`src/rtl/core/rsf_pkg.sv`:
```
// Shared types, widths and constants of the range/inertial speed fusion block.
// Used by the channel interfaces and every module under rtl/core.
package rsf_pkg;

    localparam int COUNT_BITS  = 16;
    localparam int CFG_INDEX_W = 8;
    localparam int CFG_DATA_W  = 32;

    localparam int DIST_W      = 16;
    localparam int RATE_W      = 16;
    localparam int ACC_W       = 16;
    localparam int TIME_W      = 32;
    localparam int VEL_W       = 31;
    localparam int FUSED_W     = 26;
    localparam int STAT_W      = 16;
    localparam int WEIGHT_W    = 7;
    localparam int SPEED_LIM_W = 20;
    localparam int SUM_W       = 39;
    localparam int VSUM_W      = 50;
    localparam int QUOT_W      = 25;
    localparam int DIVX_W      = 32;
    localparam int RECIP_W     = 33;
    localparam int PROD_W      = DIVX_W + RECIP_W;

    typedef enum logic [1:0] {
        MODE_RANGE    = 2'd0,
        MODE_INERTIAL = 2'd1,
        MODE_CLEAR    = 2'd2,
        MODE_IDLE     = 2'd3
    } mode_t;

    typedef enum logic [1:0] {
        EV_NONE    = 2'd0,
        EV_BRAKE   = 2'd1,
        EV_SPEEDUP = 2'd2,
        EV_TURN    = 2'd3
    } event_t;

    localparam logic [CFG_INDEX_W-1:0] REG_UWB_WEIGHT   = CFG_INDEX_W'(0);
    localparam logic [CFG_INDEX_W-1:0] REG_IMU_WEIGHT   = CFG_INDEX_W'(1);
    localparam logic [CFG_INDEX_W-1:0] REG_COLL_DIST    = CFG_INDEX_W'(2);
    localparam logic [CFG_INDEX_W-1:0] REG_COLL_SPEED   = CFG_INDEX_W'(3);

    localparam logic [WEIGHT_W-1:0]    RST_UWB_WEIGHT   = WEIGHT_W'(70);
    localparam logic [WEIGHT_W-1:0]    RST_IMU_WEIGHT   = WEIGHT_W'(30);
    localparam logic [DIST_W-1:0]      RST_COLL_DIST    = DIST_W'(500);
    localparam logic [SPEED_LIM_W-1:0] RST_COLL_SPEED   = SPEED_LIM_W'(5000);

    localparam logic [13:0]                UWB_SCALE  = 14'd100;
    localparam logic signed [VSUM_W-1:0]   VEL_MAX    = VSUM_W'(1000000000);
    localparam logic signed [VSUM_W-1:0]   VEL_MIN    = -VSUM_W'(1000000000);
    localparam logic signed [FUSED_W-1:0]  FUSED_MAX  = FUSED_W'(31000000);
    localparam logic signed [FUSED_W-1:0]  FUSED_MIN  = -FUSED_W'(31000000);
    localparam logic [QUOT_W-1:0]          QUOT_LIMIT = QUOT_W'(31000000);

    // Division by 1000 is a shift by 3 followed by a reciprocal multiply for 125.
    localparam logic [SUM_W-1:0]   DIV_LIMIT = SUM_W'(64'd31000000000);
    localparam int                 DIV_PRE   = 3;
    localparam logic [RECIP_W-1:0] DIV_RECIP = RECIP_W'(64'd4398046512);
    localparam int                 DIV_SHIFT = 39;

    typedef struct packed {
        logic [1:0]              mode;
        logic [DIST_W-1:0]       filtered_distance_mm;
        logic signed [RATE_W-1:0] range_rate_mm_s;
        logic signed [ACC_W-1:0] forward_accel_cms2;
        logic [ACC_W-1:0]        accel_magnitude_cms2;
        logic [1:0]              motion_event;
        logic [TIME_W-1:0]       sample_time_ms;
    } sample_t;

    typedef struct packed {
        logic [WEIGHT_W-1:0]    uwb_weight;
        logic [WEIGHT_W-1:0]    imu_weight;
        logic [DIST_W-1:0]      coll_dist;
        logic [SPEED_LIM_W-1:0] coll_speed;
    } cfg_t;

    typedef struct packed {
        logic signed [VEL_W-1:0] velocity;
        logic [STAT_W-1:0]       peak;
        logic [STAT_W-1:0]       brake;
        logic [STAT_W-1:0]       speedup;
        logic [STAT_W-1:0]       turn;
    } stat_t;

    typedef struct packed {
        logic                    is_range;
        logic [DIST_W-1:0]       range_mm;
        logic signed [SUM_W-1:0] sum;
    } fuse_req_t;

endpackage

```
`src/rtl/core/rsf_if.sv`:
```
// Channel interfaces of the range/inertial speed fusion block: sample input,
// result output and register write port. Depends on rsf_pkg.
interface rsf_in_if import rsf_pkg::*; ();
    logic                     valid;
    logic                     ready;
    logic [1:0]               mode;
    logic [DIST_W-1:0]        filtered_distance_mm;
    logic signed [RATE_W-1:0] range_rate_mm_s;
    logic signed [ACC_W-1:0]  forward_accel_cms2;
    logic [ACC_W-1:0]         accel_magnitude_cms2;
    logic [1:0]               motion_event;
    logic [TIME_W-1:0]        sample_time_ms;

    modport source (
        output valid, mode, filtered_distance_mm, range_rate_mm_s, forward_accel_cms2,
        output accel_magnitude_cms2, motion_event, sample_time_ms,
        input  ready
    );
    modport sink (
        input  valid, mode, filtered_distance_mm, range_rate_mm_s, forward_accel_cms2,
        input  accel_magnitude_cms2, motion_event, sample_time_ms,
        output ready
    );
endinterface

interface rsf_out_if import rsf_pkg::*; ();
    logic                      valid;
    logic                      ready;
    logic signed [FUSED_W-1:0] fused_speed;
    logic                      risk_flag;
    logic signed [VEL_W-1:0]   forward_velocity;
    logic [STAT_W-1:0]         peak_accel_cms2;
    logic [STAT_W-1:0]         brake_events;
    logic [STAT_W-1:0]         speedup_events;
    logic [STAT_W-1:0]         turn_events;

    modport source (
        output valid, fused_speed, risk_flag, forward_velocity, peak_accel_cms2,
        output brake_events, speedup_events, turn_events,
        input  ready
    );
    modport sink (
        input  valid, fused_speed, risk_flag, forward_velocity, peak_accel_cms2,
        input  brake_events, speedup_events, turn_events,
        output ready
    );
endinterface

interface rsf_cfg_if import rsf_pkg::*; ();
    logic                   valid;
    logic                   ready;
    logic [CFG_INDEX_W-1:0] index;
    logic [CFG_DATA_W-1:0]  data;

    modport source (output valid, index, data, input ready);
    modport sink   (input valid, index, data, output ready);
endinterface

```
`src/rtl/core/range_inertial_speed_fusion.sv`:
```
// Top level of the range/inertial speed fusion block: input register,
// configuration registers, state stage and fusion pipeline.
// Depends on rsf_pkg, rsf_if, rsf_stats and rsf_fuse.
//
//  Channel  | Modport | Transaction
//  ---------+---------+--------------------------------------------------
//  sample   | sink    | one range or inertial sample, clear or idle command
//  result   | source  | one result per sample transaction, in order
//  cfg      | sink    | one register write (index, data)
//
// One transaction is accepted per cycle while the result is not stalled; the
// pipeline has five register stages: input, state and three fusion stages.
// The rate is set by the state stage, where the 16x33 integrator multiply,
// the add and the clamp close the loop on the velocity register.
// Reset clears all valid bits and statistics and loads register defaults.
// A stalled result holds every stage behind it; empty stages still fill.
module range_inertial_speed_fusion import rsf_pkg::*;
(
    input  logic       clk,
    input  logic       rst_n,
    rsf_in_if.sink     sample,
    rsf_out_if.source  result,
    rsf_cfg_if.sink    cfg
);

    logic      v0_reg, v1_reg;
    sample_t   item_reg;
    cfg_t      cfg_reg, cfg_next;
    logic      rdy0, rdy1, fuse_ready;
    logic      load0, load1;
    stat_t     stat;
    fuse_req_t req;
    stat_t     out_stat;

    assign rdy1         = !v1_reg || fuse_ready;
    assign rdy0         = !v0_reg || rdy1;
    assign load0        = sample.valid && rdy0;
    assign load1        = v0_reg && rdy1;
    assign sample.ready = rdy0;
    assign cfg.ready    = 1'b1;

    always_comb
    begin
        cfg_next = cfg_reg;
        case (cfg.index)
            REG_UWB_WEIGHT: cfg_next.uwb_weight = WEIGHT_W'(cfg.data);
            REG_IMU_WEIGHT: cfg_next.imu_weight = WEIGHT_W'(cfg.data);
            REG_COLL_DIST:  cfg_next.coll_dist  = DIST_W'(cfg.data);
            REG_COLL_SPEED: cfg_next.coll_speed = SPEED_LIM_W'(cfg.data);
            default:        ;
        endcase
    end

    always_ff @(posedge clk or negedge rst_n)
    begin
        if (!rst_n)
        begin
            v0_reg             <= 1'b0;
            v1_reg             <= 1'b0;
            cfg_reg.uwb_weight <= RST_UWB_WEIGHT;
            cfg_reg.imu_weight <= RST_IMU_WEIGHT;
            cfg_reg.coll_dist  <= RST_COLL_DIST;
            cfg_reg.coll_speed <= RST_COLL_SPEED;
        end
        else
        begin
            if (rdy0)
                v0_reg <= sample.valid;
            if (rdy1)
                v1_reg <= v0_reg;
            if (cfg.valid)
                cfg_reg <= cfg_next;
        end
    end

    always_ff @(posedge clk)
    begin
        if (load0)
        begin
            item_reg.mode                 <= sample.mode;
            item_reg.filtered_distance_mm <= sample.filtered_distance_mm;
            item_reg.range_rate_mm_s      <= sample.range_rate_mm_s;
            item_reg.forward_accel_cms2   <= sample.forward_accel_cms2;
            item_reg.accel_magnitude_cms2 <= sample.accel_magnitude_cms2;
            item_reg.motion_event         <= sample.motion_event;
            item_reg.sample_time_ms       <= sample.sample_time_ms;
        end
    end

    rsf_stats u_stats
    (
        .clk      (clk),
        .rst_n    (rst_n),
        .load     (load1),
        .item     (item_reg),
        .cfg_regs (cfg_reg),
        .stat     (stat),
        .req      (req)
    );

    rsf_fuse u_fuse
    (
        .clk       (clk),
        .rst_n     (rst_n),
        .in_valid  (v1_reg),
        .in_ready  (fuse_ready),
        .req       (req),
        .stat      (stat),
        .cfg_regs  (cfg_reg),
        .out_ready (result.ready),
        .out_valid (result.valid),
        .fused     (result.fused_speed),
        .risk      (result.risk_flag),
        .out_stat  (out_stat)
    );

    assign result.forward_velocity = out_stat.velocity;
    assign result.peak_accel_cms2  = out_stat.peak;
    assign result.brake_events     = out_stat.brake;
    assign result.speedup_events   = out_stat.speedup;
    assign result.turn_events      = out_stat.turn;

endmodule

```
`src/rtl/core/rsf_stats.sv`:
```
// State stage: velocity integrator, peak hold, event counters and the fusion sum.
// Depends on rsf_pkg.
module rsf_stats import rsf_pkg::*;
(
    input  logic      clk,
    input  logic      rst_n,
    input  logic      load,
    input  sample_t   item,
    input  cfg_t      cfg_regs,
    output stat_t     stat,
    output fuse_req_t req
);

    logic signed [VEL_W-1:0]  vel_reg, vel_next;
    logic [TIME_W-1:0]        last_time_reg, last_time_next;
    logic                     started_reg, started_next;
    logic [ACC_W-1:0]         peak_reg, peak_next;
    event_t                   prev_event_reg, prev_event_next;
    logic [COUNT_BITS-1:0]    brake_reg, brake_next;
    logic [COUNT_BITS-1:0]    speedup_reg, speedup_next;
    logic [COUNT_BITS-1:0]    turn_reg, turn_next;
    fuse_req_t                req_reg, req_next;

    mode_t                    mode;
    event_t                   ev;
    logic [TIME_W-1:0]        dt;
    logic signed [48:0]       prod;
    logic signed [VSUM_W-1:0] vsum;
    logic [13:0]              uwb_scaled;
    logic signed [30:0]       rate_term;
    logic signed [SUM_W-1:0]  vel_term;

    assign mode       = mode_t'(item.mode);
    assign ev         = event_t'(item.motion_event);
    assign dt         = item.sample_time_ms - last_time_reg;
    assign prod       = item.forward_accel_cms2 * $signed({1'b0, dt});
    assign vsum       = VSUM_W'(prod) + VSUM_W'(vel_reg);
    assign uwb_scaled = 14'(cfg_regs.uwb_weight) * UWB_SCALE;
    assign rate_term  = $signed({1'b0, uwb_scaled}) * item.range_rate_mm_s;
    assign vel_term   = $signed({1'b0, cfg_regs.imu_weight}) * vel_reg;

    always_comb
    begin
        vel_next        = vel_reg;
        last_time_next  = last_time_reg;
        started_next    = started_reg;
        peak_next       = peak_reg;
        prev_event_next = prev_event_reg;
        brake_next      = brake_reg;
        speedup_next    = speedup_reg;
        turn_next       = turn_reg;
        case (mode)
            MODE_INERTIAL:
            begin
                if (started_reg)
                begin
                    if (vsum > VEL_MAX)
                        vel_next = VEL_W'(VEL_MAX);
                    else if (vsum < VEL_MIN)
                        vel_next = VEL_W'(VEL_MIN);
                    else
                        vel_next = VEL_W'(vsum);
                end
                last_time_next = item.sample_time_ms;
                started_next   = 1'b1;
                if (item.accel_magnitude_cms2 > peak_reg)
                    peak_next = item.accel_magnitude_cms2;
                if (ev != EV_NONE && ev != prev_event_reg)
                begin
                    case (ev)
                        EV_BRAKE:
                            brake_next = (brake_reg == '1) ? brake_reg : brake_reg + 1'b1;
                        EV_SPEEDUP:
                            speedup_next = (speedup_reg == '1) ? speedup_reg
                                                               : speedup_reg + 1'b1;
                        EV_TURN:
                            turn_next = (turn_reg == '1) ? turn_reg : turn_reg + 1'b1;
                        default:
                            ;
                    endcase
                end
                prev_event_next = ev;
            end
            MODE_CLEAR:
            begin
                vel_next     = '0;
                started_next = 1'b0;
                peak_next    = '0;
                brake_next   = '0;
                speedup_next = '0;
                turn_next    = '0;
            end
            default:
                ;
        endcase
    end

    always_comb
    begin
        req_next.is_range = (mode == MODE_RANGE);
        req_next.range_mm = item.filtered_distance_mm;
        req_next.sum      = SUM_W'(rate_term) + vel_term;
    end

    always_ff @(posedge clk or negedge rst_n)
    begin
        if (!rst_n)
        begin
            vel_reg        <= '0;
            last_time_reg  <= '0;
            started_reg    <= 1'b0;
            peak_reg       <= '0;
            prev_event_reg <= EV_NONE;
            brake_reg      <= '0;
            speedup_reg    <= '0;
            turn_reg       <= '0;
        end
        else if (load)
        begin
            vel_reg        <= vel_next;
            last_time_reg  <= last_time_next;
            started_reg    <= started_next;
            peak_reg       <= peak_next;
            prev_event_reg <= prev_event_next;
            brake_reg      <= brake_next;
            speedup_reg    <= speedup_next;
            turn_reg       <= turn_next;
        end
    end

    always_ff @(posedge clk)
    begin
        if (load)
            req_reg <= req_next;
    end

    assign req           = req_reg;
    assign stat.velocity = vel_reg;
    assign stat.peak     = STAT_W'(peak_reg);
    assign stat.brake    = STAT_W'(brake_reg);
    assign stat.speedup  = STAT_W'(speedup_reg);
    assign stat.turn     = STAT_W'(turn_reg);

endmodule

```
`src/rtl/core/rsf_fuse.sv`:
```
// Fusion pipeline: magnitude and range check, reciprocal multiply for the
// division by 1000, then the result register with fused speed and risk hold.
// Depends on rsf_pkg.
module rsf_fuse import rsf_pkg::*;
(
    input  logic                      clk,
    input  logic                      rst_n,
    input  logic                      in_valid,
    output logic                      in_ready,
    input  fuse_req_t                 req,
    input  stat_t                     stat,
    input  cfg_t                      cfg_regs,
    input  logic                      out_ready,
    output logic                      out_valid,
    output logic signed [FUSED_W-1:0] fused,
    output logic                      risk,
    output stat_t                     out_stat
);

    logic                      v2_reg, v3_reg, v4_reg;
    logic                      rdy2, rdy3, rdy4;
    logic                      load2, load3, load4;

    logic                      is_range2_reg, is_range3_reg;
    logic [DIST_W-1:0]         dist2_reg, dist3_reg;
    logic                      neg2_reg, neg3_reg;
    logic                      over2_reg, over3_reg;
    logic [DIVX_W-1:0]         x2_reg;
    logic [PROD_W-1:0]         prod3_reg, prod3_next;
    stat_t                     stat2_reg, stat3_reg, stat4_reg;

    logic signed [FUSED_W-1:0] fused_hold_reg, fused_hold_next;
    logic                      risk_hold_reg, risk_hold_next;

    logic [SUM_W-1:0]          mag;
    logic [QUOT_W-1:0]         quot;

    assign rdy4     = !v4_reg || out_ready;
    assign rdy3     = !v3_reg || rdy4;
    assign rdy2     = !v2_reg || rdy3;
    assign in_ready = rdy2;
    assign load2    = rdy2 && in_valid;
    assign load3    = rdy3 && v2_reg;
    assign load4    = rdy4 && v3_reg;

    assign mag        = req.sum[SUM_W-1] ? SUM_W'(-req.sum) : SUM_W'(req.sum);
    assign prod3_next = PROD_W'(x2_reg) * PROD_W'(DIV_RECIP);
    assign quot       = over3_reg ? QUOT_LIMIT : prod3_reg[DIV_SHIFT +: QUOT_W];

    always_comb
    begin
        fused_hold_next = fused_hold_reg;
        risk_hold_next  = risk_hold_reg;
        if (is_range3_reg)
        begin
            fused_hold_next = neg3_reg ? -FUSED_W'(quot) : FUSED_W'(quot);
            risk_hold_next  = (dist3_reg < cfg_regs.coll_dist) &&
                              (quot > QUOT_W'(cfg_regs.coll_speed));
        end
    end

    always_ff @(posedge clk or negedge rst_n)
    begin
        if (!rst_n)
        begin
            v2_reg         <= 1'b0;
            v3_reg         <= 1'b0;
            v4_reg         <= 1'b0;
            fused_hold_reg <= '0;
            risk_hold_reg  <= 1'b0;
        end
        else
        begin
            if (rdy2)
                v2_reg <= in_valid;
            if (rdy3)
                v3_reg <= v2_reg;
            if (rdy4)
                v4_reg <= v3_reg;
            if (load4)
            begin
                fused_hold_reg <= fused_hold_next;
                risk_hold_reg  <= risk_hold_next;
            end
        end
    end

    always_ff @(posedge clk)
    begin
        if (load2)
        begin
            is_range2_reg <= req.is_range;
            dist2_reg     <= req.range_mm;
            neg2_reg      <= req.sum[SUM_W-1];
            over2_reg     <= (mag >= DIV_LIMIT);
            x2_reg        <= mag[DIV_PRE +: DIVX_W];
            stat2_reg     <= stat;
        end
        if (load3)
        begin
            is_range3_reg <= is_range2_reg;
            dist3_reg     <= dist2_reg;
            neg3_reg      <= neg2_reg;
            over3_reg     <= over2_reg;
            prod3_reg     <= prod3_next;
            stat3_reg     <= stat2_reg;
        end
        if (load4)
            stat4_reg <= stat3_reg;
    end

    assign out_valid = v4_reg;
    assign fused     = fused_hold_reg;
    assign risk      = risk_hold_reg;
    assign out_stat  = stat4_reg;

`ifndef NO_ASSERTIONS
    a_fused_in_range: assert property (@(posedge clk) disable iff (!rst_n)
        (fused_hold_reg <= FUSED_MAX) && (fused_hold_reg >= FUSED_MIN))
        else $error("Fused speed left its saturation range.");

    a_quot_fits: assert property (@(posedge clk) disable iff (!rst_n)
        (v3_reg && !over3_reg) |-> (prod3_reg[DIV_SHIFT +: QUOT_W] < QUOT_LIMIT))
        else $error("Quotient exceeds the limit without the saturation flag.");

    a_risk_needs_speed: assert property (@(posedge clk) disable iff (!rst_n)
        risk_hold_reg |-> (fused_hold_reg != '0))
        else $error("Collision risk held with zero fused speed.");

    a_hold_on_other: assert property (@(posedge clk) disable iff (!rst_n)
        (load4 && !is_range3_reg) |=> ($stable(fused_hold_reg) && $stable(risk_hold_reg)))
        else $error("Fused hold changed on a transaction that is not a range sample.");
`endif

endmodule
```
`src/flat_wrapper.sv`:
```
// flat-port wrapper written by rule: the top's interface ports become plain ports
module range_inertial_speed_fusion_flat import rsf_pkg::*;
  (clk, rst_n, sample_valid, sample_mode, sample_filtered_distance_mm, sample_range_rate_mm_s, sample_forward_accel_cms2, sample_accel_magnitude_cms2, sample_motion_event, sample_sample_time_ms, sample_ready, result_valid, result_fused_speed, result_risk_flag, result_forward_velocity, result_peak_accel_cms2, result_brake_events, result_speedup_events, result_turn_events, result_ready, cfg_valid, cfg_index, cfg_data, cfg_ready);
  rsf_in_if sample_i ();
  rsf_out_if result_i ();
  rsf_cfg_if cfg_i ();
  input  logic clk;
  input  logic rst_n;
  input wire logic [$bits(sample_i.valid)-1:0] sample_valid;
  input wire logic [$bits(sample_i.mode)-1:0] sample_mode;
  input wire logic [$bits(sample_i.filtered_distance_mm)-1:0] sample_filtered_distance_mm;
  input wire logic [$bits(sample_i.range_rate_mm_s)-1:0] sample_range_rate_mm_s;
  input wire logic [$bits(sample_i.forward_accel_cms2)-1:0] sample_forward_accel_cms2;
  input wire logic [$bits(sample_i.accel_magnitude_cms2)-1:0] sample_accel_magnitude_cms2;
  input wire logic [$bits(sample_i.motion_event)-1:0] sample_motion_event;
  input wire logic [$bits(sample_i.sample_time_ms)-1:0] sample_sample_time_ms;
  output wire logic [$bits(sample_i.ready)-1:0] sample_ready;
  output wire logic [$bits(result_i.valid)-1:0] result_valid;
  output wire logic [$bits(result_i.fused_speed)-1:0] result_fused_speed;
  output wire logic [$bits(result_i.risk_flag)-1:0] result_risk_flag;
  output wire logic [$bits(result_i.forward_velocity)-1:0] result_forward_velocity;
  output wire logic [$bits(result_i.peak_accel_cms2)-1:0] result_peak_accel_cms2;
  output wire logic [$bits(result_i.brake_events)-1:0] result_brake_events;
  output wire logic [$bits(result_i.speedup_events)-1:0] result_speedup_events;
  output wire logic [$bits(result_i.turn_events)-1:0] result_turn_events;
  input wire logic [$bits(result_i.ready)-1:0] result_ready;
  input wire logic [$bits(cfg_i.valid)-1:0] cfg_valid;
  input wire logic [$bits(cfg_i.index)-1:0] cfg_index;
  input wire logic [$bits(cfg_i.data)-1:0] cfg_data;
  output wire logic [$bits(cfg_i.ready)-1:0] cfg_ready;
  assign sample_i.valid = sample_valid;
  assign sample_i.mode = sample_mode;
  assign sample_i.filtered_distance_mm = sample_filtered_distance_mm;
  assign sample_i.range_rate_mm_s = sample_range_rate_mm_s;
  assign sample_i.forward_accel_cms2 = sample_forward_accel_cms2;
  assign sample_i.accel_magnitude_cms2 = sample_accel_magnitude_cms2;
  assign sample_i.motion_event = sample_motion_event;
  assign sample_i.sample_time_ms = sample_sample_time_ms;
  assign sample_ready = sample_i.ready;
  assign result_valid = result_i.valid;
  assign result_fused_speed = result_i.fused_speed;
  assign result_risk_flag = result_i.risk_flag;
  assign result_forward_velocity = result_i.forward_velocity;
  assign result_peak_accel_cms2 = result_i.peak_accel_cms2;
  assign result_brake_events = result_i.brake_events;
  assign result_speedup_events = result_i.speedup_events;
  assign result_turn_events = result_i.turn_events;
  assign result_i.ready = result_ready;
  assign cfg_i.valid = cfg_valid;
  assign cfg_i.index = cfg_index;
  assign cfg_i.data = cfg_data;
  assign cfg_ready = cfg_i.ready;
  range_inertial_speed_fusion u_core (.clk(clk), .rst_n(rst_n), .sample(sample_i), .result(result_i), .cfg(cfg_i));
endmodule
```
`config.mk`:
```
export PLATFORM = sky130hd
export DESIGN_NAME = range_inertial_speed_fusion_flat
export DESIGN_NICKNAME = d
export VERILOG_FILES = /design/src/rtl/core/rsf_pkg.sv /design/src/rtl/core/rsf_if.sv /design/src/rtl/core/range_inertial_speed_fusion.sv /design/src/rtl/core/rsf_stats.sv /design/src/rtl/core/rsf_fuse.sv /design/src/flat_wrapper.sv
export SDC_FILE = /design/constraint.sdc
export NUM_CORES = 2
export LEC_CHECK = 0
export ABC_CLOCK_PERIOD_IN_PS = 21800
export BUFFER_PORTS_ARGS = -buffer_cell sky130_fd_sc_hd__buf_2
export CORE_MARGIN = 2
export CORE_UTILIZATION = 45
export CTS_CLUSTER_SIZE = 25
export DETAILED_ROUTE_END_ITERATION = 12
export GPL_TIMING_DRIVEN = 0
export PLACE_DENSITY = 0.68
export SLEW_MARGIN = 25
export SYNTH_ARGS = -nofsm -noshare
export SYNTH_HDL_FRONTEND = slang
export SYNTH_SLANG_ARGS = --single-unit
```
`constraint.sdc`:
```
create_clock -name clk -period 21.8 [get_ports clk]
set_input_delay 4.36 -clock clk [delete_from_list [all_inputs] [get_ports clk]]
set_output_delay 4.36 -clock clk [all_outputs]
set_load 0.03 [all_outputs]
```
==> impl_metrics.ini <==
[global_route]
grt_max_degree = 81
grt_usage = 0.238
grt_first_pass_wirelength_mm = 330
grt_pass1_vias = 58300
gr-total-overflow = 0
antenna_found_initial = 4

[min_path]
holdCritPathClass = reg -> reg

[synthesis]
synthXorXnorAreaFrac = 0.0256
synthAdderAreaFrac = 0.414
synth_top_family_by_area = adder cells
synth_compound_area_frac = 0.0743
synth_ff_type = edfxtp_1
synth_fp_nets = 9618
synth_warnings = 0
synth_seq_cells = 748
yosys.area_share.simple = 0.118
synthMuxAreaShare = 0.0124
synth_cell_types = 84
avgSynthCellArea_um2 = 10.5
seq_area_frac_synth = 0.271
synth_edf_count = 536
syn_area_um2 = 79100
synthArstFlopShare = 0.283
synth_cells = 7539

[cts]
h-tree-depth = 3
cts_tree = built
clk_latency_ns = 0.74
numCtsBuffers = 82
cts_hold_buf = 0
post_cts.repair.setup_buffers = 0
cts.sinks = 748
root_buffer = clkbuf_16
clk_pin_slew_ns = 0.06
cts.path.max_buffers = 3
cts_resized = 0

[setup_path]
crit_required_ns = 22.24
cpMostUsedCell = fa_1
slowest_delay_ns = 0.92
slowest_stage = xnor2_1
critPathArrivalTime_ns = 14.30
worstSetupEndpointType = flop
start_kind = flop
critical_path_class = reg -> reg
path_max_fanout = 10

[floorplan]
fp-row-count = 153
die_x_um = 423
ios = 270
die_height_um = 423
core_area_um2 = 174000
die-area_um2 = 179000
start_util = 0.454

[sta]
min_period_over_period = 0.636
tns_ns = 0
period_needed_ns = 13.86
rsz0062_at_grt = false
slew_viol_final = 0
slew_headroom = 0.209
fin_skew_ns = 0.0456
hold_viol = 0
worst_pin_slew_ns = 1.18
fmax_ghz = 0.0722
setup_violations = 0

[layout]
area_delta_synth_final_pct = 9.51
nets = 9973
final_common_cell = inv_1
fill_cells = 15800
layout_common_cells = inv_1 (1521), fa_1 (1134), ha_1 (800)
multiInputGateArea_um2 = 51000
drive_gt1_frac = 0.0691
largest_register_ff_count = 100
seqCellArea_um2 = 21400

[detailed_routing]
drc = 0
drt_iter0_drc = 3918
wire_per_inst_um = 20.4
avgViaCountPerCell = 5.34
drt_wl_total_mm = 210
firstDrtPassIters = 6
vias = 54900
ant_nets = 0

[placed_design]
port_buffers = 256
dp_hpwl_mm = 170
gp_congestion = 0.957

[status]
status = complete, no violations

[flow_run]
cap_violations = 0
-- critical path, delay by kind of cell, from the launching register on --
family,cells,cell delay (ns)
simple gates,5,1.17
fa+ha+maj,15,6.44
buf+inv,5,0.78
compound gates,13,3.04
flops,1,0.74
xor+xnor,3,1.42
-- stage by stage --
stage	instance area, µm²	setup slack (ns)	util	cells	hold slack, ns
finish	86600	7.94	0.497	10300	0.405
global route	86600	7.39	0.497	10300	0.413
CTS	86500	8.11	0.497	10300	0.399
detailed placement	83700	8.16	0.480	10100	0.405
global placement	83200	6.84	0.478	10100	0.401
floorplan	79100	10.17	-	7539	0.400
-- layout make-up --
| class | count | area share |
|---|---|---|
| multi-input cells | 5011 | 0.590 |
| flip-flops and latches | 748 | 0.247 |
| inverters | 1522 | 0.0660 |
| well taps | 2325 | 0.0336 |
| clock buffers | 108 | 0.0258 |
| repair buffers | 271 | 0.0194 |
| plain buffers | 258 | 0.0113 |
| clock inverters | 43 | 0.00665 |
| diodes | 3 | 0.0000867 |
-- Yosys cell counts (all sizes together) (83+ instances only) --
library cell  number  area share
nor2b             94      0.0074
clkbuf           247       0.012
xor2              87      0.0096
edfxtp           536        0.20
dfrtp            194       0.061
a21oi            228       0.014
xnor2            144       0.016
nor3              83      0.0053
and2             371       0.029
ha               800        0.13
nand2            718       0.034
nand3            109      0.0069
nor2             172      0.0082
o21ai            205       0.013
fa              1134        0.29
a21o             112       0.011
inv             1521       0.072
-- routing by layer --
layer | global-route usage | wire length, µm | vias to the layer above | share of wire
met5 | 0 | 11 | - | 0.000052
li1 | - | - | 25000 | -
met3 | 0.0339 | 13000 | 392 | 0.062
met4 | 0.0963 | 8990 | 2 | 0.043
met2 | 0.400 | 101000 | 1710 | 0.48
met1 | 0.309 | 86300 | 27800 | 0.41
-- worst paths after layout --
path | startpoint | end | slack [ns] | cells past startpoint
worst max-delay path | u_core.cfg_reg[45]$_DFFE_PN1P_ | u_core.u_stats.req[38]$_DFFE_PP_ | 7.94 | 41
worst min-delay path | u_core.u_stats.req[49]$_DFFE_PP_ | u_core.u_fuse.dist2_reg[10]$_DFFE_PP_ | 0.40 | 0
worst max register to register | u_core.cfg_reg[45]$_DFFE_PN1P_ | u_core.u_stats.req[38]$_DFFE_PP_ | 7.94 | 41
worst min register to register | u_core.u_stats.req[49]$_DFFE_PP_ | u_core.u_fuse.dist2_reg[10]$_DFFE_PP_ | 0.40 | 0
max in group asynchronous | rst_n | u_core.cfg_reg[28]$_DFFE_PN1P_ | 16.84 | 4
min in group asynchronous | rst_n | u_core.u_stats.last_time_reg[21]$_DFFE_PN0P_ | 3.47 | 1
-- cell families (layout without fill, tap and decap cells) --
logic type,Yosys count,in the layout
other,1,4
flip-flops,748,748
adder cells (fa/ha/maj),1934,1934
multiplexers,88,88
AO/OA/AOI/OAI,893,893
buffers and inverters,1780,2202
AND/OR/NAND/NOR,1864,1864
XOR/XNOR,231,231
Power is not shown: default switching activity piles up to over one toggle a cycle in this logic, so the estimate is an artifact.
